==> src/rtl/ctlex_pkg.sv <==
package ctlex_pkg;

  // Result status codes
  localparam logic [1:0] STAT_TOKEN   = 2'd0;
  localparam logic [1:0] STAT_FAULT   = 2'd1;
  localparam logic [1:0] STAT_STR_END = 2'd2;
  localparam logic [1:0] STAT_END     = 2'd3;

  // Token kinds
  localparam logic [3:0] KIND_LBRACE = 4'd0;
  localparam logic [3:0] KIND_RBRACE = 4'd1;
  localparam logic [3:0] KIND_LBRACK = 4'd2;
  localparam logic [3:0] KIND_RBRACK = 4'd3;
  localparam logic [3:0] KIND_EQUAL  = 4'd4;
  localparam logic [3:0] KIND_COMMA  = 4'd5;
  localparam logic [3:0] KIND_SEMI   = 4'd6;
  localparam logic [3:0] KIND_COLON  = 4'd7;
  localparam logic [3:0] KIND_DOLLAR = 4'd8;
  localparam logic [3:0] KIND_WORD   = 4'd9;
  localparam logic [3:0] KIND_NONE   = 4'd0;

  // Characters
  localparam logic [7:0] CH_LBRACE = 8'h7B;
  localparam logic [7:0] CH_RBRACE = 8'h7D;
  localparam logic [7:0] CH_LBRACK = 8'h5B;
  localparam logic [7:0] CH_RBRACK = 8'h5D;
  localparam logic [7:0] CH_EQUAL  = 8'h3D;
  localparam logic [7:0] CH_COMMA  = 8'h2C;
  localparam logic [7:0] CH_SEMI   = 8'h3B;
  localparam logic [7:0] CH_COLON  = 8'h3A;
  localparam logic [7:0] CH_DOLLAR = 8'h24;
  localparam logic [7:0] CH_HASH   = 8'h23;
  localparam logic [7:0] CH_UNDER  = 8'h5F;
  localparam logic [7:0] CH_SLASH  = 8'h2F;
  localparam logic [7:0] CH_DOT    = 8'h2E;
  localparam logic [7:0] CH_QUOTE  = 8'h22;
  localparam logic [7:0] CH_SPACE  = 8'h20;
  localparam logic [7:0] CH_TAB    = 8'h09;
  localparam logic [7:0] CH_NL     = 8'h0A;

  // Result queue between front and back
  localparam int unsigned QUEUE_DEPTH = 4;
  localparam int unsigned QUEUE_AW    = $clog2(QUEUE_DEPTH);
  localparam int unsigned QUEUE_CW    = $clog2(QUEUE_DEPTH + 1);

  typedef struct packed {
    logic [1:0]  status;
    logic [3:0]  token_kind;
    logic [15:0] start_offset;
    logic [15:0] token_length;
    logic [15:0] line_number;
  } ctlex_result_t;

  // Up to two results caused by one input byte
  typedef struct packed {
    logic          two;
    ctlex_result_t r0;
    ctlex_result_t r1;
  } ctlex_job_t;

  function automatic ctlex_result_t mk_result(input logic [1:0] status,
                                              input logic [3:0] kind,
                                              input logic [15:0] start,
                                              input logic [15:0] len,
                                              input logic [15:0] line);
    ctlex_result_t r;
    r.status       = status;
    r.token_kind   = kind;
    r.start_offset = start;
    r.token_length = len;
    r.line_number  = line;
    return r;
  endfunction

endpackage

==> src/rtl/ctlex_in_if.sv <==
interface ctlex_in_if;
  logic       valid;
  logic       ready;
  logic [7:0] char_byte;
  logic       end_of_text;

  modport source(output valid, output char_byte, output end_of_text, input ready);
  modport sink(input valid, input char_byte, input end_of_text, output ready);
endinterface

==> src/rtl/ctlex_out_if.sv <==
interface ctlex_out_if;
  logic        valid;
  logic        ready;
  logic [1:0]  status;
  logic [3:0]  token_kind;
  logic [15:0] start_offset;
  logic [15:0] token_length;
  logic [15:0] line_number;
  logic        last_of_run;

  modport source(output valid, output status, output token_kind, output start_offset,
                 output token_length, output line_number, output last_of_run,
                 input ready);
  modport sink(input valid, input status, input token_kind, input start_offset,
               input token_length, input line_number, input last_of_run,
               output ready);
endinterface

==> src/rtl/config_text_lexer_core.sv <==
// Config text lexer core.
// char_in (sink): one text byte per request in char_byte; end_of_text = 1
//   closes the text (char_byte ignored), flushes an open identifier or ends an
//   open string, and returns the lexer to its reset state after giving an end marker.
// token_out (source): one result per request: status, token_kind,
//   start_offset, token_length, line_number; last_of_run marks the final
//   result caused by one input byte (at most two per byte).
// Results reach token_out from the head of the queue. Throughput: one byte
//   per cycle while the queue is not full. The lexer front decides all
//   results of a byte in the cycle it takes it and writes them as one
//   entry into a 4-entry queue; the back drains one result per cycle while
//   token_out is ready, so a two-result entry holds the queue head until both are taken.
// Bytes that cause no result (whitespace, comments, identifier bodies,
//   string text, bytes after a fault) never enter the queue.
// Stall: when token_out is not ready the queue fills; char_in.ready drops
//   only when the queue is full. Results are never dropped or reordered.
// Reset (rst, synchronous): queue emptied, lexer idle at offset 0, line 1.
module config_text_lexer_core
  import ctlex_pkg::*;
#(
  parameter int unsigned POSITION_BITS = 16
) (
  input  logic        clk,
  input  logic        rst,
  ctlex_in_if.sink    char_in,
  ctlex_out_if.source token_out
);

  logic       q_push;
  logic       q_pop;
  logic       q_full;
  logic       q_empty;
  ctlex_job_t q_in;
  ctlex_job_t q_head;

  // classify bytes and run the lexer state
  ctlex_front #(
    .POSITION_BITS(POSITION_BITS)
  ) u_front (
    .clk      (clk),
    .rst      (rst),
    .char_in  (char_in),
    .q_full   (q_full),
    .push     (q_push),
    .push_job (q_in)
  );

  ctlex_queue u_queue (
    .clk      (clk),
    .rst      (rst),
    .push     (q_push),
    .push_job (q_in),
    .pop      (q_pop),
    .head     (q_head),
    .full     (q_full),
    .empty    (q_empty)
  );

  // serialize one or two results per queue entry
  ctlex_back u_back (
    .clk       (clk),
    .rst       (rst),
    .head      (q_head),
    .empty     (q_empty),
    .pop       (q_pop),
    .token_out (token_out)
  );

  // non-token results carry no kind and no length
  a_fault_fields: assert property (@(posedge clk) disable iff (rst)
    (token_out.valid && token_out.status != STAT_TOKEN) |->
      (token_out.token_length == 16'd0 && token_out.token_kind == KIND_NONE))
    else $error("non-token result with kind or length");

  // end marker always closes its run
  a_end_last: assert property (@(posedge clk) disable iff (rst)
    (token_out.valid && token_out.status == STAT_END) |-> token_out.last_of_run)
    else $error("end marker not last of run");

  // end inside string is always followed by the end marker
  a_str_end: assert property (@(posedge clk) disable iff (rst)
    (token_out.valid && token_out.status == STAT_STR_END) |-> !token_out.last_of_run)
    else $error("end inside string marked last");

  // queue occupancy flags are consistent
  a_queue_flags: assert property (@(posedge clk) disable iff (rst)
    !(q_full && q_empty) && (char_in.ready == !q_full))
    else $error("queue flags inconsistent");

endmodule

==> src/rtl/ctlex_front.sv <==
module ctlex_front
  import ctlex_pkg::*;
#(
  parameter int unsigned POSITION_BITS = 16
) (
  input  logic       clk,
  input  logic       rst,
  ctlex_in_if.sink   char_in,
  input  logic       q_full,
  output logic       push,
  output ctlex_job_t push_job
);

  localparam int unsigned P = POSITION_BITS;

  typedef enum logic [2:0] {
    MODE_IDLE,
    MODE_COMMENT,
    MODE_IDENT,
    MODE_STRING,
    MODE_FAULT
  } mode_t;

  mode_t       mode, mode_next;
  logic [P-1:0] pos, pos_next, tok_start, tok_start_next;
  logic [15:0]  line, line_next, tok_line, tok_line_next;

  logic [P-1:0] pos_inc, open_len;
  logic [15:0]  line_inc;
  logic         fire;
  logic [7:0]   c;
  logic         is_ident, is_punct;
  logic [3:0]   punct_kind;
  logic         flush, idle_go, idle_has;
  ctlex_result_t tok_res, idle_res, r0, r1;
  logic [1:0]   nres;

  function automatic logic [15:0] to16(input logic [P-1:0] v);
    logic [P+15:0] e;
    e = (P+16)'(v);
    return e[15:0];
  endfunction

  assign char_in.ready = !q_full;
  assign fire = char_in.valid && char_in.ready;
  assign c    = char_in.char_byte;

  assign pos_inc  = (&pos) ? pos : pos + P'(1);
  assign line_inc = (&line) ? line : line + 16'd1;
  assign open_len = (pos >= tok_start) ? pos - tok_start : '0;

  assign is_ident = (c >= 8'h61 && c <= 8'h7A) || (c >= 8'h41 && c <= 8'h5A) ||
                    (c >= 8'h30 && c <= 8'h39) || c == CH_UNDER || c == CH_DOT ||
                    c == CH_SLASH;

  always_comb begin
    is_punct   = 1'b1;
    punct_kind = KIND_NONE;
    case (c)
      CH_LBRACE: punct_kind = KIND_LBRACE;
      CH_RBRACE: punct_kind = KIND_RBRACE;
      CH_LBRACK: punct_kind = KIND_LBRACK;
      CH_RBRACK: punct_kind = KIND_RBRACK;
      CH_EQUAL:  punct_kind = KIND_EQUAL;
      CH_COMMA:  punct_kind = KIND_COMMA;
      CH_SEMI:   punct_kind = KIND_SEMI;
      CH_COLON:  punct_kind = KIND_COLON;
      CH_DOLLAR: punct_kind = KIND_DOLLAR;
      default:   is_punct   = 1'b0;
    endcase
  end

  assign tok_res = mk_result(STAT_TOKEN, KIND_WORD, to16(tok_start), to16(open_len), tok_line);

  always_comb begin
    mode_next      = mode;
    pos_next       = pos;
    line_next      = line;
    tok_start_next = tok_start;
    tok_line_next  = tok_line;
    r0             = '0;
    r1             = '0;
    nres           = 2'd0;
    flush          = 1'b0;
    idle_go        = 1'b0;
    idle_has       = 1'b0;
    idle_res       = '0;

    if (char_in.end_of_text) begin
      // identifier flush or end-inside-string result, end marker, then back to reset values
      if (mode == MODE_IDENT) begin
        r0   = tok_res;
        r1   = mk_result(STAT_END, KIND_NONE, to16(pos), 16'd0, line);
        nres = 2'd2;
      end else if (mode == MODE_STRING) begin
        r0   = mk_result(STAT_STR_END, KIND_NONE, to16(pos), 16'd0, line);
        r1   = mk_result(STAT_END, KIND_NONE, to16(pos), 16'd0, line);
        nres = 2'd2;
      end else begin
        r0   = mk_result(STAT_END, KIND_NONE, to16(pos), 16'd0, line);
        nres = 2'd1;
      end
      mode_next      = MODE_IDLE;
      pos_next       = '0;
      line_next      = 16'd1;
      tok_start_next = '0;
      tok_line_next  = 16'd1;
    end else begin
      case (mode)
        MODE_FAULT: begin
        end
        MODE_COMMENT: begin
          if (c == CH_NL) begin
            line_next = line_inc;
            mode_next = MODE_IDLE;
          end
          pos_next = pos_inc;
        end
        MODE_STRING: begin
          if (c == CH_QUOTE) begin
            r0        = tok_res;
            nres      = 2'd1;
            mode_next = MODE_IDLE;
          end else if (c == CH_NL) begin
            line_next = line_inc;
          end
          pos_next = pos_inc;
        end
        MODE_IDENT: begin
          if (is_ident) begin
            pos_next = pos_inc;
          end else begin
            flush     = 1'b1;
            idle_go   = 1'b1;
            mode_next = MODE_IDLE;
          end
        end
        MODE_IDLE: begin
          idle_go = 1'b1;
        end
        default: begin
          idle_go   = 1'b1;
          mode_next = MODE_IDLE;
        end
      endcase

      if (idle_go) begin
        if (c == CH_SPACE || c == CH_TAB) begin
        end else if (c == CH_NL) begin
          line_next = line_inc;
        end else if (c == CH_HASH) begin
          mode_next = MODE_COMMENT;
        end else if (is_punct) begin
          idle_has = 1'b1;
          idle_res = mk_result(STAT_TOKEN, punct_kind, to16(pos), 16'd1, line);
        end else if (is_ident) begin
          mode_next      = MODE_IDENT;
          tok_start_next = pos;
          tok_line_next  = line;
        end else if (c == CH_QUOTE) begin
          mode_next      = MODE_STRING;
          tok_start_next = pos_inc;
          tok_line_next  = line;
        end else begin
          idle_has  = 1'b1;
          idle_res  = mk_result(STAT_FAULT, KIND_NONE, to16(pos), 16'd0, line);
          mode_next = MODE_FAULT;
        end
        pos_next = pos_inc;

        if (flush) begin
          r0   = tok_res;
          r1   = idle_res;
          nres = idle_has ? 2'd2 : 2'd1;
        end else if (idle_has) begin
          r0   = idle_res;
          nres = 2'd1;
        end
      end
    end
  end

  assign push          = fire && (nres != 2'd0);
  assign push_job.two  = (nres == 2'd2);
  assign push_job.r0   = r0;
  assign push_job.r1   = r1;

  always_ff @(posedge clk) begin
    if (rst) begin
      mode      <= MODE_IDLE;
      pos       <= '0;
      line      <= 16'd1;
      tok_start <= '0;
      tok_line  <= 16'd1;
    end else if (fire) begin
      mode      <= mode_next;
      pos       <= pos_next;
      line      <= line_next;
      tok_start <= tok_start_next;
      tok_line  <= tok_line_next;
    end
  end

endmodule

==> src/rtl/ctlex_queue.sv <==
module ctlex_queue
  import ctlex_pkg::*;
(
  input  logic       clk,
  input  logic       rst,
  input  logic       push,
  input  ctlex_job_t push_job,
  input  logic       pop,
  output ctlex_job_t head,
  output logic       full,
  output logic       empty
);

  ctlex_job_t          mem [QUEUE_DEPTH];
  logic [QUEUE_AW-1:0] wr_ptr, rd_ptr;
  logic [QUEUE_CW-1:0] count;
  logic                do_push, do_pop;

  assign full    = (count == QUEUE_CW'(QUEUE_DEPTH));
  assign empty   = (count == '0);
  assign do_push = push && !full;
  assign do_pop  = pop && !empty;
  assign head    = mem[rd_ptr];

  always_ff @(posedge clk) begin
    if (do_push) begin
      mem[wr_ptr] <= push_job;
    end
  end

  always_ff @(posedge clk) begin
    if (rst) begin
      wr_ptr <= '0;
      rd_ptr <= '0;
      count  <= '0;
    end else begin
      if (do_push) begin
        wr_ptr <= (wr_ptr == QUEUE_AW'(QUEUE_DEPTH - 1)) ? '0 : wr_ptr + QUEUE_AW'(1);
      end
      if (do_pop) begin
        rd_ptr <= (rd_ptr == QUEUE_AW'(QUEUE_DEPTH - 1)) ? '0 : rd_ptr + QUEUE_AW'(1);
      end
      case ({do_push, do_pop})
        2'b10:   count <= count + QUEUE_CW'(1);
        2'b01:   count <= count - QUEUE_CW'(1);
        default: count <= count;
      endcase
    end
  end

endmodule

==> src/rtl/ctlex_back.sv <==
module ctlex_back
  import ctlex_pkg::*;
(
  input  logic        clk,
  input  logic        rst,
  input  ctlex_job_t  head,
  input  logic        empty,
  output logic        pop,
  ctlex_out_if.source token_out
);

  // set while the second result of the head job is on the port
  logic          sel;
  logic          last;
  logic          fire;
  ctlex_result_t cur;

  assign cur  = sel ? head.r1 : head.r0;
  assign last = sel || !head.two;
  assign fire = token_out.valid && token_out.ready;
  assign pop  = fire && last;

  assign token_out.valid        = !empty;
  assign token_out.status       = cur.status;
  assign token_out.token_kind   = cur.token_kind;
  assign token_out.start_offset = cur.start_offset;
  assign token_out.token_length = cur.token_length;
  assign token_out.line_number  = cur.line_number;
  assign token_out.last_of_run  = last;

  always_ff @(posedge clk) begin
    if (rst) begin
      sel <= 1'b0;
    end else if (fire) begin
      sel <= !last;
    end
  end

endmodule
==> src/flat_wrapper.sv <==
// flat-port wrapper written by rule: the top's interface ports become plain ports
module config_text_lexer_core_flat import ctlex_pkg::*;
#(
  parameter int unsigned POSITION_BITS = 16
)
  (clk, rst, char_in_valid, char_in_char_byte, char_in_end_of_text, char_in_ready, token_out_valid, token_out_status, token_out_token_kind, token_out_start_offset, token_out_token_length, token_out_line_number, token_out_last_of_run, token_out_ready);
  ctlex_in_if char_in_i ();
  ctlex_out_if token_out_i ();
  input  logic clk;
  input  logic rst;
  input wire logic [$bits(char_in_i.valid)-1:0] char_in_valid;
  input wire logic [$bits(char_in_i.char_byte)-1:0] char_in_char_byte;
  input wire logic [$bits(char_in_i.end_of_text)-1:0] char_in_end_of_text;
  output wire logic [$bits(char_in_i.ready)-1:0] char_in_ready;
  output wire logic [$bits(token_out_i.valid)-1:0] token_out_valid;
  output wire logic [$bits(token_out_i.status)-1:0] token_out_status;
  output wire logic [$bits(token_out_i.token_kind)-1:0] token_out_token_kind;
  output wire logic [$bits(token_out_i.start_offset)-1:0] token_out_start_offset;
  output wire logic [$bits(token_out_i.token_length)-1:0] token_out_token_length;
  output wire logic [$bits(token_out_i.line_number)-1:0] token_out_line_number;
  output wire logic [$bits(token_out_i.last_of_run)-1:0] token_out_last_of_run;
  input wire logic [$bits(token_out_i.ready)-1:0] token_out_ready;
  assign char_in_i.valid = char_in_valid;
  assign char_in_i.char_byte = char_in_char_byte;
  assign char_in_i.end_of_text = char_in_end_of_text;
  assign char_in_ready = char_in_i.ready;
  assign token_out_valid = token_out_i.valid;
  assign token_out_status = token_out_i.status;
  assign token_out_token_kind = token_out_i.token_kind;
  assign token_out_start_offset = token_out_i.start_offset;
  assign token_out_token_length = token_out_i.token_length;
  assign token_out_line_number = token_out_i.line_number;
  assign token_out_last_of_run = token_out_i.last_of_run;
  assign token_out_i.ready = token_out_ready;
  config_text_lexer_core #(.POSITION_BITS(POSITION_BITS)) u_core (.clk(clk), .rst(rst), .char_in(char_in_i), .token_out(token_out_i));
endmodule
==> config.mk <==
export PLATFORM = sky130hd
export DESIGN_NAME = config_text_lexer_core_flat
export DESIGN_NICKNAME = d
export VERILOG_FILES = /design/src/rtl/ctlex_pkg.sv /design/src/rtl/ctlex_in_if.sv /design/src/rtl/ctlex_out_if.sv /design/src/rtl/config_text_lexer_core.sv /design/src/rtl/ctlex_front.sv /design/src/rtl/ctlex_queue.sv /design/src/rtl/ctlex_back.sv /design/src/flat_wrapper.sv
export SDC_FILE = /design/constraint.sdc
export NUM_CORES = 1
export LEC_CHECK = 0
export BUFFER_PORTS_ARGS = -buffer_cell sky130_fd_sc_hd__buf_2
export CORE_ASPECT_RATIO = 0.5
export CORE_MARGIN = 8
export CORE_UTILIZATION = 38
export CTS_BUF_LIST = sky130_fd_sc_hd__clkbuf_8
export CTS_CLUSTER_SIZE = 24
export DETAILED_ROUTE_END_ITERATION = 10
export PLACE_DENSITY_LB_ADDON = 0.3
export SYNTH_ARGS = -nofsm -noshare
export SYNTH_HDL_FRONTEND = slang
export SYNTH_SLANG_ARGS = --single-unit
==> constraint.sdc <==
create_clock -name clk -period 5.39 [get_ports clk]
set_input_delay 0.2695 -clock clk [delete_from_list [all_inputs] [get_ports clk]]
set_output_delay 0.2695 -clock clk [all_outputs]
set_load 0.02 [all_outputs]
[Word-level counts from Yosys, hierarchy flattened]
Memories as Yosys holds them, arrays and structs flattened. A register that Yosys moved wholly into a read port is not among the register bits.
Index checks and enable logic that the tools add are counted.
Cells by class
  equality and inequality tests: 32
  mux-type cells: 93
  add/subtract/negate cells: 7
  reductions and logical operators: 35
  $lt $le $gt $ge: 7
Operator list (count)
  $mux W54: 11
  $mux W16: 28
  $mux W53: 7
  $mux W52: 2
  $eq A8 B6 Y1 const B: 10
  $pmux W16 S2: 2
  $eq A8 B7 Y1 const B: 5
  $mux W3: 11
  $add A16 B1 Y16 const B: 2
  $pmux W4 S8: 1
  $reduce_and A16 Y1: 2
  $mux W2: 11
  $mux W1: 17
  $eq A8 B4 Y1 const B: 2
  $ge A16 B16 Y1: 1
  $ge A8 B7 Y1 const B: 2
  $le A8 B7 Y1 const B: 2
  $sub A16 B16 Y16: 1
  $pmux W3 S4: 1
  $logic_and A1 B1 Y1: 9
  $reduce_or A9 Y1: 1
  $eq A2 B2 Y1 const B: 4
  $ge A8 B6 Y1 const B: 1
  $le A8 B6 Y1 const B: 1
  other kinds (21): 40
Storage, ports and cells
  logic and storage cells: 184
  input port bits: 13
  register bits after elaboration: 75
  RAM bits: 436
  output and inout port bits: 57
  memories kept: 1
Memories
  u_core.u_queue.mem: words 4, width 109, rd ports 1, clocked after memory_dff 1, write ports 1, line ctlex_queue.sv:14  | ctlex_job_t mem [QUEUE_DEPTH];

[Depth between registers and ports, before layout]
Gate-level depths: netlist (run 1).
  word-level depth: 23
  gate-level depth with buffers: 13
  mapped depth without buffers: 11

[Modules after synthesis]
Synthesis (run 1) repeated with hierarchy kept, for this count alone.
Second synthesis, totals
  cell total of the unflattened synthesis: 1457
  area, all modules: 22770.6 µm²
Modules (own cells, without submodules)
  ctlex_queue: area each 16191.8 µm², sequential area each 13272.7 µm², times used 1, cells an instance 623
  ctlex_front: area each 5605.4 µm², sequential area each 1341.3 µm², times used 1, cells an instance 766
  ctlex_back: area each 973.4 µm², sequential area each 20.0 µm², times used 1, cells an instance 68

[Worst setup path before layout (run 1)]
OpenSTA, ideal clock, no wires.
  path type: register -> register
  from: register u_core.u_queue.count[2]
  to: memory u_core.u_queue.mem[0][0] (netlist bit) (enable)
  data required time: 4.926 ns
  arrival time: 3.627 ns
  cell stages (with the launch flop): 7
  path buffers: 2
  setup time: 0.464 ns
  period minus slack after synthesis: 4.090 ns
  setup slack: 1.300 ns
  cell sequence: dfxtp_1 -> or3b_2 -> clkbuf_1 -> and2_1 -> buf_2 -> o211a_1 -> and2_1
Between the ends
  cells in the longest elaborated chain, start to end: 7
RTL lines
  from (decl): line ctlex_queue.sv:16  | logic [QUEUE_CW-1:0] count;
  from (signal assigned): line ctlex_queue.sv:44  | 2'b10: count <= count + QUEUE_CW'(1);
  from (signal assigned): line ctlex_queue.sv:45  | 2'b01: count <= count - QUEUE_CW'(1);
  from (signal assigned): line ctlex_queue.sv:46  | default: count <= count;
  $eq A3 B3 Y1 *: line ctlex_queue.sv:19  | assign full = (count == QUEUE_CW'(QUEUE_DEPTH));
  $logic_not A1 Y1 *: line ctlex_front.sv:44  | assign char_in.ready = !q_full;
  via char_in_ready: line flat_wrapper.sv:14  | output wire logic [$bits(char_in_i.ready)-1:0] char_in_ready;
  $logic_and A1 B1 Y1: line ctlex_front.sv:45  | assign fire = char_in.valid && char_in.ready;
  $logic_and A1 B1 Y1: line ctlex_front.sv:183  | assign push = fire && (nres != 2'd0);
  $logic_and A1 B1 Y1 *: line ctlex_queue.sv:21  | assign do_push = push && !full;
  $mux W1 *: line ctlex_queue.sv:26  | if (do_push) begin
  $mux W1 (not written as such) *: line ctlex_queue.sv:27  | mem[wr_ptr] <= push_job;
  to (decl): line ctlex_queue.sv:14
Mark *: on every way through the listed nets, which the timed path passes. The rest lies on a longest branch.

==> flow_summary.html, run 1 <==
<table>
<tr><th>Metric</th><th>Value</th></tr>
<tr><th colspan="2">Worst setup path</th></tr>
<tr><td>Kind of end point of the critical path</td><td>primary output</td></tr>
<tr><td>Worst setup path category</td><td>flip-flop to primary output</td></tr>
<tr><td>Register-to-Register Path Depth</td><td>6</td></tr>
<tr><td>Worst R2R Setup Slack</td><td>2060 ps</td></tr>
<tr><td>Critical Path Source Type</td><td>flip-flop</td></tr>
<tr><td>Required time reported for the critical path endpoint</td><td>5120 ps</td></tr>
<tr><td>Maximum fanout encountered on the critical timing path</td><td>34</td></tr>
<tr><td>Start of the worst register-to-register path</td><td>u_core.u_front.mode[0]</td></tr>
<tr><td>End of the worst register-to-register path</td><td>u_core.u_queue.mem[2][34]</td></tr>
<tr><td>Signal arrival time at the worst endpoint</td><td>3110 ps</td></tr>
<tr><th colspan="2">Placed design</th></tr>
<tr><td>Final estimated routing congestion in global placement</td><td>0.875</td></tr>
<tr><td>IO buf count</td><td>69</td></tr>
<tr><td>Detailed Place HPWL</td><td>28.8 mm</td></tr>
<tr><td>Cell area reported after detailed placement</td><td>21300 µm²</td></tr>
<tr><th colspan="2">Hold path</th></tr>
<tr><td>Critical hold path startpoint</td><td>rst</td></tr>
<tr><td>Min-Delay Path Depth</td><td>3</td></tr>
<tr><td>Worst Hold Path EP</td><td>u_core.u_queue.count[1]</td></tr>
<tr><td>Tightest Hold Check Type</td><td>input port to flip-flop</td></tr>
<tr><th colspan="2">Route</th></tr>
<tr><td>Aggregate routed wire length</td><td>47.4 mm</td></tr>
<tr><td>Highest metal layer used by the detailed router</td><td>met4</td></tr>
<tr><td>Via Count</td><td>12.5k</td></tr>
<tr><td>Mean number of vias per cell</td><td>5.47</td></tr>
<tr><td>Antenna Violating Nets Remaining</td><td>0</td></tr>
<tr><td>Routed wirelength normalized by instance count</td><td>20.8 µm</td></tr>
<tr><td>Number of iterations in the first detailed-routing pass</td><td>8</td></tr>
<tr><td>M1 WL</td><td>20.8 mm</td></tr>
<tr><td>DRC marker count from the first detailed-route iteration</td><td>918</td></tr>
<tr><td>Wire length on met2</td><td>23.1 mm</td></tr>
<tr><td>Post-detailed-route DRC marker count</td><td>0</td></tr>
<tr><td>Routed length on met3</td><td>2.44 mm</td></tr>
<tr><th colspan="2">GRT</th></tr>
<tr><td>Number of antenna violations at the first check in global routing</td><td>1</td></tr>
<tr><td>Number of global-route vias before repair</td><td>12.5k</td></tr>
<tr><td>Global-route wire length before repair</td><td>73.4 mm</td></tr>
<tr><td>Pin count of the biggest net entering global routing</td><td>63</td></tr>
<tr><td>GR Overflow Total</td><td>0</td></tr>
<tr><td>GRT Resource Usage Total</td><td>0.153</td></tr>
<tr><th colspan="2">Floorplan</th></tr>
<tr><td>Starting utilization of the core area</td><td>0.387</td></tr>
<tr><td>Die area</td><td>61400 µm²</td></tr>
<tr><td>Horizontal die dimension</td><td>343 µm</td></tr>
<tr><td>Core outline area</td><td>52300 µm²</td></tr>
<tr><td>Die height</td><td>179 µm</td></tr>
<tr><td>Count of standard-cell rows</td><td>59</td></tr>
<tr><td>I/O pin count</td><td>70</td></tr>
<tr><th colspan="2">Logic synthesis</th></tr>
<tr><td>Mux cell area share after synthesis</td><td>0.108</td></tr>
<tr><td>Synth cell count leaders</td><td>376 x sky130_fd_sc_hd__edfxtp_1, 164 x sky130_fd_sc_hd__nand2_1, 94 x sky130_fd_sc_hd__mux4_2, 77 x sky130_fd_sc_hd__dfxtp_1, 75 x sky130_fd_sc_hd__nor2_1</td></tr>
<tr><td>Mapped Cells</td><td>1451</td></tr>
<tr><td>Number of warnings reported in the yosys synthesis log</td><td>0</td></tr>
<tr><td>Number of flops mapped to enable cells by yosys</td><td>376</td></tr>
<tr><td>Number of different library cells in the post-synthesis netlist</td><td>84</td></tr>
<tr><td>Simple-gate area share of the yosys netlist</td><td>0.110</td></tr>
<tr><td>Mapped cell area</td><td>20300 µm²</td></tr>
<tr><td>Proportion of netlist area held by the largest area contributor</td><td>0.557</td></tr>
<tr><td>Leading cell types by total area after synthesis</td><td>sky130_fd_sc_hd__edfxtp_1 56%, sky130_fd_sc_hd__mux4_2 10%, sky130_fd_sc_hd__dfxtp_1 7.6%</td></tr>
<tr><td>Share of the yosys chip area belonging to registers</td><td>0.633</td></tr>
<tr><td>Cell taking the most area after synthesis</td><td>sky130_fd_sc_hd__edfxtp_1</td></tr>
<tr><td>Flop and latch count out of synthesis</td><td>453</td></tr>
<tr><td>Share of the synthesized netlist area taken by xor and xnor gates</td><td>0.00950</td></tr>
<tr><td>Post-Synth Adder-Cell Area</td><td>0.0168</td></tr>
<tr><td>Mean Syn Cell Area</td><td>14.0 µm²</td></tr>
<tr><td>Compound-Gate Fraction of Synth Area</td><td>0.0954</td></tr>
<tr><td>Count leader, synth</td><td>sky130_fd_sc_hd__edfxtp_1</td></tr>
<tr><td>Fraction of synthesis flops using an asynchronous set or reset pin</td><td>0</td></tr>
<tr><td>Combinational family with the most area after synthesis</td><td>simple AND/OR/NAND/NOR gates</td></tr>
<tr><td>Post-synth top flop</td><td>sky130_fd_sc_hd__edfxtp_1</td></tr>
<tr><td>Synthesized net count</td><td>1490</td></tr>
<tr><th colspan="2">Power and ir drop</th></tr>
<tr><td>Clock Power Share</td><td>0.314</td></tr>
<tr><td>Combinational share of power</td><td>0.196</td></tr>
<tr><td>Net switching power</td><td>2430 µW</td></tr>
<tr><td>Cell internal power dissipation</td><td>6000 µW</td></tr>
<tr><td>Leak</td><td>0.00766 µW</td></tr>
<tr><td>Power per unit of standard cell area</td><td>373 nW/µm²</td></tr>
<tr><td>Fraction of power spent switching nets</td><td>0.288</td></tr>
<tr><td>Sequential power share</td><td>0.489</td></tr>
<tr><td>VDD IR max</td><td>0.000170 V</td></tr>
<tr><th colspan="2">STA</th></tr>
<tr><td>Number of max-slew violations in the final report</td><td>0</td></tr>
<tr><td>Post-Route Setup TNS</td><td>0 ps</td></tr>
<tr><td>Worst clock skew</td><td>24.4 ps</td></tr>
<tr><td>Unrepaired setup endpoints after global routing</td><td>no</td></tr>
<tr><td>Relative slew margins</td><td>0.229</td></tr>
<tr><td>Total count of hold-check failures in the final report</td><td>0</td></tr>
<tr><td>Slew at the pin with the worst max-slew slack</td><td>1150 ps</td></tr>
<tr><td>Minimum clock period</td><td>3380 ps</td></tr>
<tr><td>Final setup vio count</td><td>0</td></tr>
<tr><td>Tcrit/Tclk final</td><td>0.627</td></tr>
<tr><td>Maximum achievable frequency</td><td>296 MHz</td></tr>
<tr><th colspan="2">Layout</th></tr>
<tr><td>Sequential cell area</td><td>12800 µm²</td></tr>
<tr><td>Post-route cell area</td><td>22600 µm²</td></tr>
<tr><td>Nets@finish</td><td>1561</td></tr>
<tr><td>Share of final-layout standard cells stronger than drive strength 1</td><td>0.193</td></tr>
<tr><td>Combined area of the multi-input logic cells</td><td>6920 µm²</td></tr>
<tr><td>Growth of design area from synthesis to finish</td><td>11.4%</td></tr>
<tr><td>Filler cell count</td><td>4671</td></tr>
<tr><th colspan="2">Clock tree</th></tr>
<tr><td>H-tree level count</td><td>3</td></tr>
<tr><td>CTS tree</td><td>done</td></tr>
<tr><td>Clock buffer depth</td><td>3</td></tr>
<tr><td>Clock transition time at the flip-flop clock pins of the worst setup and hold paths</td><td>60 ps</td></tr>
<tr><td>Clock Latency Late Sink</td><td>630 ps</td></tr>
<tr><td>TritonCTS Buffers</td><td>70</td></tr>
<tr><td>Clock Tree Root</td><td>sky130_fd_sc_hd__clkbuf_8</td></tr>
<tr><td>CTS sink cnt</td><td>453</td></tr>
<tr><th colspan="2">Flow run</th></tr>
<tr><td>Reported max-cap violation count</td><td>0</td></tr>
<tr><th colspan="2">Outcome</th></tr>
<tr><td>Outcome</td><td>finished, final reports clean</td></tr>
</table>
metrics by stage:
step                instances   util  setup WS, ps  hold slack (ps)  total power [µW]
CTS                      2278  0.431          1830              158              8560
global placement         2150  0.407          1910              445              5890
detailed placement       2150  0.407          1860              445              5900
global route             2279  0.431          1700              183              8820
finish                   2279  0.431          2010              189              8430
floorplan                1451      -          1300              429              5360
sequential cells by signal, indices dropped and copies added, names as in the netlist, 3 cells and up, named ones only:
name,count
u_core.u_front.pos,16
u_core.u_queue.mem,376
u_core.u_front.tok_line,16
u_core.u_front.line,16
u_core.u_front.mode,3
u_core.u_queue.count,3
u_core.u_front.tok_start,16
power groups by stage:
stage	sequential (µW)	combinational [µW]	clock [µW]
2_1_floorplan	4140	1220	0
3_3_place_gp	4200	1690	0
3_5_place_dp	4210	1700	0
4_1_cts	4130	1700	2720
5_1_grt	4150	1800	2870
6_report	4130	1650	2650
worst max-delay path, cell delays in order, from the launching register on:
cell,delay (ps)
sky130_fd_sc_hd__dfxtp_4,820
sky130_fd_sc_hd__buf_4,680
sky130_fd_sc_hd__mux4_2,600
sky130_fd_sc_hd__nand2_1,80
sky130_fd_sc_hd__nand2_1,90
sky130_fd_sc_hd__buf_2,170
cell usage in the layout, fill, tap and decap left out, types with 5 or more instances in the layout:
| cell type | instances |
|---|---|
| sky130_fd_sc_hd__nor3_1 | 27 |
| sky130_fd_sc_hd__nand2b_1 | 14 |
| sky130_fd_sc_hd__and2_1 | 54 |
| sky130_fd_sc_hd__nand2_1 | 164 |
| sky130_fd_sc_hd__o21ai_0 | 43 |
| sky130_fd_sc_hd__mux2i_1 | 7 |
| sky130_fd_sc_hd__nor4_1 | 12 |
| sky130_fd_sc_hd__dfxtp_1 | 74 |
| sky130_fd_sc_hd__nor2_1 | 75 |
| sky130_fd_sc_hd__o21a_1 | 7 |
| sky130_fd_sc_hd__a211oi_1 | 5 |
| sky130_fd_sc_hd__or3_1 | 10 |
| sky130_fd_sc_hd__clkinv_1 | 13 |
| sky130_fd_sc_hd__xor2_1 | 9 |
| sky130_fd_sc_hd__nand3_1 | 31 |
| sky130_fd_sc_hd__buf_2 | 69 |
| sky130_fd_sc_hd__a311oi_1 | 5 |
| sky130_fd_sc_hd__buf_4 | 21 |
| sky130_fd_sc_hd__nor2b_1 | 5 |
| sky130_fd_sc_hd__ha_1 | 24 |
| sky130_fd_sc_hd__o31ai_1 | 10 |
| sky130_fd_sc_hd__edfxtp_1 | 376 |
| sky130_fd_sc_hd__clkbuf_8 | 71 |
| sky130_fd_sc_hd__nor3b_1 | 5 |
| sky130_fd_sc_hd__a41oi_1 | 5 |
| sky130_fd_sc_hd__mux4_2 | 94 |
| sky130_fd_sc_hd__nand4_1 | 16 |
| sky130_fd_sc_hd__xnor2_1 | 13 |
| sky130_fd_sc_hd__a21o_1 | 10 |
| sky130_fd_sc_hd__and3_1 | 9 |
| sky130_fd_sc_hd__a22o_1 | 54 |
| sky130_fd_sc_hd__inv_1 | 69 |
| sky130_fd_sc_hd__a21oi_1 | 57 |
| sky130_fd_sc_hd__or3b_2 | 5 |
| sky130_fd_sc_hd__a31oi_1 | 15 |
logic make-up after synthesis:
group | count (synthesis)
xor gates and xnor gates | 22
buffers and inverters | 130
adders and majority gates | 26
AOI/OAI and AO/OA | 266
muxes | 101
DFF | 453
and+or+nand+nor | 453
metal layers:
layer	GRT usage	vias to the layer above
met3	0.0271	79
met4	0.0535	0
li1	-	5749
met5	0	-
met2	0.260	344
met1	0.199	6292
worst max-delay path by stage:
stage                            start                   endpoint  slack [ps]  cells past startpoint
2_1_floorplan  u_core.u_queue.count[2]   u_core.u_queue.mem[0][0]        1300                      6
3_3_place_gp      char_in_char_byte[4]  u_core.u_queue.mem[2][37]        1910                      7
3_5_place_dp      char_in_char_byte[4]  u_core.u_queue.mem[0][85]        1860                      7
4_1_cts                      flip-flop   token_out_line_number[8]        1830                      5
5_1_grt                      flip-flop   token_out_line_number[8]        1700                      5
6_report                     flip-flop   token_out_line_number[7]        2010                      5
layout make-up:
type | count | area share
multi-input combinational | 868 | 0.306
tap | 701 | 0.0388
inverter | 37 | 0.00615
antenna | 1 | 0.000111
sequential | 453 | 0.569
clock inverter | 56 | 0.0132
clock buffer | 71 | 0.0433
timing repair buffer | 92 | 0.0236
timing repair:
item                                   CTS  global route
setup buffers                            0             0
endpoints found under the hold margin    1             0
gates resized for setup                  0             0
setup endpoints to repair                0             0
hold buffers                             1             0
Note: power is estimated with default switching activity, not from simulation.
==> inputs of run 2 (changes only) <==
ABC_AREA = 1   (was unset)
clock period = 2.93 ns   (was 5.39 ns; I/O delays follow)
==> run 2 against run 1 <==
  * Wire length grew 15%
  * Cell area is 6.2% higher
  * Register-to-register slack lost 1800 ps
  * Sequential share of layout area fell by 3.3 points
  * Sequential power increased by 77%
  * Largest cell class unchanged
  * Power rose by 92%
==> flow_summary.html, run 2 <==
<table>
<tr><th>Metric</th><th>Value</th></tr>
<tr><th colspan="2">GRT</th></tr>
<tr><td>GRT Resource Usage Total</td><td>0.168 (+0.0155)</td></tr>
<tr><td>Global-route wire length before repair</td><td>87.6 mm (+19%)</td></tr>
<tr><td>Number of global-route vias before repair</td><td>16.0k (+27%)</td></tr>
<tr><td>GR Overflow Total</td><td>0 (unchanged)</td></tr>
<tr><td>Number of antenna violations at the first check in global routing</td><td>0 (-1)</td></tr>
<tr><td>Pin count of the biggest net entering global routing</td><td>139 (+120%)</td></tr>
<tr><th colspan="2">Power and ir drop</th></tr>
<tr><td>Overall power</td><td>16200 µW (+92%)</td></tr>
<tr><td>Power per unit of standard cell area</td><td>676 nW/µm² (+81%)</td></tr>
<tr><td>Leak</td><td>0.00862 µW (+12%)</td></tr>
<tr><td>VDD IR max</td><td>0.000310 V (+83%)</td></tr>
<tr><th colspan="2">Logic synthesis</th></tr>
<tr><td>Number of warnings reported in the yosys synthesis log</td><td>0 (unchanged)</td></tr>
<tr><td>Proportion of netlist area held by the largest area contributor</td><td>0.534 (-0.0233)</td></tr>
<tr><td>Number of flops mapped to enable cells by yosys</td><td>376 (unchanged)</td></tr>
<tr><td>Cell taking the most area after synthesis</td><td>sky130_fd_sc_hd__edfxtp_1</td></tr>
<tr><td>Share of the yosys chip area belonging to registers</td><td>0.606 (-0.0265)</td></tr>
<tr><td>Post-synth top flop</td><td>sky130_fd_sc_hd__edfxtp_1</td></tr>
<tr><td>Mean Syn Cell Area</td><td>9.42 µm² (-33%)</td></tr>
<tr><td>Mapped Cells</td><td>2247 (+55%)</td></tr>
<tr><td>Fraction of synthesis flops using an asynchronous set or reset pin</td><td>0 (unchanged)</td></tr>
<tr><td>Synthesized net count</td><td>2286 (+53%)</td></tr>
<tr><td>Flop and latch count out of synthesis</td><td>453 (unchanged)</td></tr>
<tr><td>Leading cell types by total area after synthesis</td><td>sky130_fd_sc_hd__edfxtp_1 53%, sky130_fd_sc_hd__nor2_1 8.2%, sky130_fd_sc_hd__dfxtp_1 7.3%</td></tr>
<tr><td>Count leader, synth</td><td>sky130_fd_sc_hd__nor2_1</td></tr>
<tr><td>Synth cell count leaders</td><td>464 x sky130_fd_sc_hd__nor2_1, 376 x sky130_fd_sc_hd__edfxtp_1, 343 x sky130_fd_sc_hd__nand2_1, 233 x sky130_fd_sc_hd__o21ai_0, 134 x sky130_fd_sc_hd__inv_1</td></tr>
<tr><td>Mapped cell area</td><td>21200 µm² (+4.4%)</td></tr>
<tr><td>Number of different library cells in the post-synthesis netlist</td><td>42 (-50%)</td></tr>
<tr><th colspan="2">Flow run</th></tr>
<tr><td>Reported max-cap violation count</td><td>0 (unchanged)</td></tr>
<tr><th colspan="2">Worst setup path</th></tr>
<tr><td>Maximum fanout encountered on the critical timing path</td><td>65 (+91%)</td></tr>
<tr><td>Critical Path Source Type</td><td>flip-flop</td></tr>
<tr><td>Timing endpoint of the critical path</td><td>token_out_start_offset[7]</td></tr>
<tr><td>Worst R2R Setup Slack</td><td>250 ps (-1810 ps)</td></tr>
<tr><td>End of the worst register-to-register path</td><td>u_core.u_queue.count[2]</td></tr>
<tr><td>Register-to-Register Path Depth</td><td>17 (+11)</td></tr>
<tr><td>Signal arrival time at the worst endpoint</td><td>2620 ps (-490 ps)</td></tr>
<tr><td>Required time reported for the critical path endpoint</td><td>2780 ps (-2340 ps)</td></tr>
<tr><td>Worst setup path category</td><td>flip-flop to primary output</td></tr>
<tr><td>Kind of end point of the critical path</td><td>primary output</td></tr>
<tr><td>Start of the worst register-to-register path</td><td>u_core.u_front.mode[1]</td></tr>
<tr><th colspan="2">Layout</th></tr>
<tr><td>Register name with the most flops</td><td>u_core.u_queue.mem</td></tr>
<tr><td>Growth of design area from synthesis to finish</td><td>13.3%</td></tr>
<tr><td>Flip-flop count of the largest register after layout</td><td>376 (unchanged)</td></tr>
<tr><td>Most frequent standard cell in the layout excluding fill and tap cells</td><td>sky130_fd_sc_hd__nor2_1</td></tr>
<tr><td>Most frequent cells in the layout</td><td>455 x sky130_fd_sc_hd__nor2_1, 376 x sky130_fd_sc_hd__edfxtp_1, 338 x sky130_fd_sc_hd__nand2_1</td></tr>
<tr><td>Post-route cell area</td><td>24000 µm² (+6.2%)</td></tr>
<tr><td>Count of antenna diodes in the layout</td><td>0 (-1)</td></tr>
<tr><td>Share of final-layout standard cells stronger than drive strength 1</td><td>0.115 (-0.0782)</td></tr>
<tr><td>Nets@finish</td><td>2354 (+51%)</td></tr>
<tr><th colspan="2">Floorplan</th></tr>
<tr><td>Horizontal die dimension</td><td>350 µm (+2.1%)</td></tr>
<tr><td>Die height</td><td>183 µm (+2.0%)</td></tr>
<tr><td>Starting utilization of the core area</td><td>0.383 (-0.00445)</td></tr>
<tr><td>I/O pin count</td><td>70 (unchanged)</td></tr>
<tr><td>Die area</td><td>63900 µm² (+4.1%)</td></tr>
<tr><td>Count of standard-cell rows</td><td>61 (+3.4%)</td></tr>
<tr><td>Core outline area</td><td>55300 µm² (+5.6%)</td></tr>
<tr><th colspan="2">Route</th></tr>
<tr><td>Number of iterations in the first detailed-routing pass</td><td>5 (-3)</td></tr>
<tr><td>DRC marker count from the first detailed-route iteration</td><td>1169 (+27%)</td></tr>
<tr><td>Routed wirelength normalized by instance count</td><td>17.5 µm (-16%)</td></tr>
<tr><td>Mean number of vias per cell</td><td>5.21 (-4.7%)</td></tr>
<tr><td>Post-detailed-route DRC marker count</td><td>0 (unchanged)</td></tr>
<tr><td>Via Count</td><td>16.3k (+31%)</td></tr>
<tr><td>Antenna Violating Nets Remaining</td><td>0 (unchanged)</td></tr>
<tr><td>Aggregate routed wire length</td><td>54.8 mm (+15%)</td></tr>
<tr><th colspan="2">STA</th></tr>
<tr><td>Maximum achievable frequency</td><td>361 MHz</td></tr>
<tr><td>Unrepaired setup endpoints after global routing</td><td>no</td></tr>
<tr><td>Total count of hold-check failures in the final report</td><td>0 (unchanged)</td></tr>
<tr><td>Final setup vio count</td><td>0 (unchanged)</td></tr>
<tr><td>Worst Setup Slack, final</td><td>160 ps (-1850 ps)</td></tr>
<tr><td>Worst hold slack</td><td>86.8 ps (-102 ps)</td></tr>
<tr><td>Minimum clock period</td><td>2770 ps</td></tr>
<tr><td>Relative slew margins</td><td>0.354 (+0.125)</td></tr>
<tr><td>Slew at the pin with the worst max-slew slack</td><td>968 ps (-179 ps)</td></tr>
<tr><td>Number of max-slew violations in the final report</td><td>0 (unchanged)</td></tr>
<tr><td>Tcrit/Tclk final</td><td>0.945</td></tr>
<tr><td>Worst clock skew</td><td>28.2 ps (+3.82 ps)</td></tr>
<tr><th colspan="2">Outcome</th></tr>
<tr><td>Outcome</td><td>finished, final reports clean</td></tr>
<tr><th colspan="2">Clock tree</th></tr>
<tr><td>Clock buffer depth</td><td>3 (unchanged)</td></tr>
<tr><td>CTS tree</td><td>done</td></tr>
<tr><td>Clock transition time at the flip-flop clock pins of the worst setup and hold paths</td><td>60 ps (about the same)</td></tr>
<tr><td>TritonCTS Buffers</td><td>71 (+1.4%)</td></tr>
<tr><td>H-tree level count</td><td>3 (unchanged)</td></tr>
<tr><td>Clock Latency Late Sink</td><td>630 ps (about the same)</td></tr>
<tr><td>CTS sink cnt</td><td>453 (unchanged)</td></tr>
<tr><td>Clock Tree Root</td><td>sky130_fd_sc_hd__clkbuf_8</td></tr>
<tr><th colspan="2">Placed design</th></tr>
<tr><td>Worst slack after detailed placement</td><td>166 ps (-1690 ps)</td></tr>
<tr><td>Detailed Place HPWL</td><td>33.2 mm (+15%)</td></tr>
<tr><td>Final estimated routing congestion in global placement</td><td>0.890 (+1.7%)</td></tr>
<tr><td>Cell area reported after detailed placement</td><td>22600 µm² (+6.2%)</td></tr>
<tr><td>IO buf count</td><td>69 (unchanged)</td></tr>
<tr><th colspan="2">Hold path</th></tr>
<tr><td>Tightest Hold Check Type</td><td>input port to flip-flop</td></tr>
</table>
[run 2: changes by cell type after synthesis, moves of 59 or more]
cell / change
sky130_fd_sc_hd__inv_1: +97
sky130_fd_sc_hd__nand3_1: +59
sky130_fd_sc_hd__o21ai_0: +190
sky130_fd_sc_hd__mux4_2: -94
sky130_fd_sc_hd__nand2_1: +179
sky130_fd_sc_hd__a21oi_1: +71
sky130_fd_sc_hd__nor2_1: +389
[run 2: metrics by stage]
| stage | cells | util | setup TNS, ps |
|---|---|---|---|
| after floorplan | 2247 | - | -70770 |
| after global placement | 2995 | 0.409 | 0 |
| after detailed placement | 2995 | 0.409 | 0 |
| after CTS | 3123 | 0.434 | 0 |
| after global routing | 3125 | 0.434 | 0 |
| final | 3125 | 0.434 | 0 |
[run 2: logic make-up (layout without fill, tap and decap cells)]
| kind of cell | Yosys count | count (layout) | share of synthesized area |
|---|---|---|---|
| flops | 453 | 453 | 0.606 |
| xor+xnor | 29 | 29 | 0.0120 |
| fa+ha+maj | 26 | 26 | 0.0161 |
| compound gates | 527 | 527 | 0.138 |
| buf+inv | 269 | 391 | 0.0497 |
| simple gates | 943 | 943 | 0.178 |
[run 2: final cells by class]
| class | instances | area, µm² |
|---|---|---|
| fillers | 5291 | 31300 |
| well taps | 756 | 946 |
| multi-input cells | 1525 | 7360 |
| clock buffers | 81 | 1110 |
| flip-flops and latches | 453 | 12800 |
| inverters | 140 | 532 |
| clock inverters | 46 | 214 |
| repair buffers | 124 | 968 |
[run 2: worst max-delay path: stages, from the launching register on]
cell	delay, ps
sky130_fd_sc_hd__dfxtp_4	360
sky130_fd_sc_hd__buf_6	440
sky130_fd_sc_hd__o21ai_0	230
sky130_fd_sc_hd__o22ai_1	230
sky130_fd_sc_hd__nor2_1	80
sky130_fd_sc_hd__a31oi_1	300
sky130_fd_sc_hd__buf_2	230
[run 2: worst min-delay path by stage]
stage / endpoint / depth (start not counted) / slack [ps] / start
4_1_cts: u_core.u_back.sel / 4 / 50 / token_out_ready
2_1_floorplan: u_core.u_front.pos[1] / 3 / 400 / char_in_end_of_text
3_5_place_dp: u_core.u_front.tok_line[1] / 2 / 470 / u_core.u_front.tok_line[1]
3_3_place_gp: u_core.u_front.tok_line[1] / 2 / 460 / u_core.u_front.tok_line[1]
6_report: u_core.u_back.sel / 4 / 90 / token_out_ready
5_1_grt: u_core.u_back.sel / 4 / 60 / token_out_ready
[run 2: power breakdown]
group          internal (µW)  switching [µW]  total, µW
Combinational           1120            2720       3840
Sequential              7240            86.3       7320
Clock                   2550            2490       5040
Total                  10900            5300      16200
[run 2: what timing repair did]
action,CTS,global route
buffers inserted,0,2
hold buffers,1,0
endpoints found under the setup margin,2,5
hold endpoints to repair,1,0
pin swaps,0,1
resized for setup,2,2
[run 2: per-layer routing]
layer / part of all wire / wire [µm] / track usage
met4: 0.018 / 965 / 0.0476
met3: 0.053 / 2920 / 0.0284
met5: 0 / 0 / 0
met2: 0.48 / 26000 / 0.284
met1: 0.45 / 24800 / 0.223
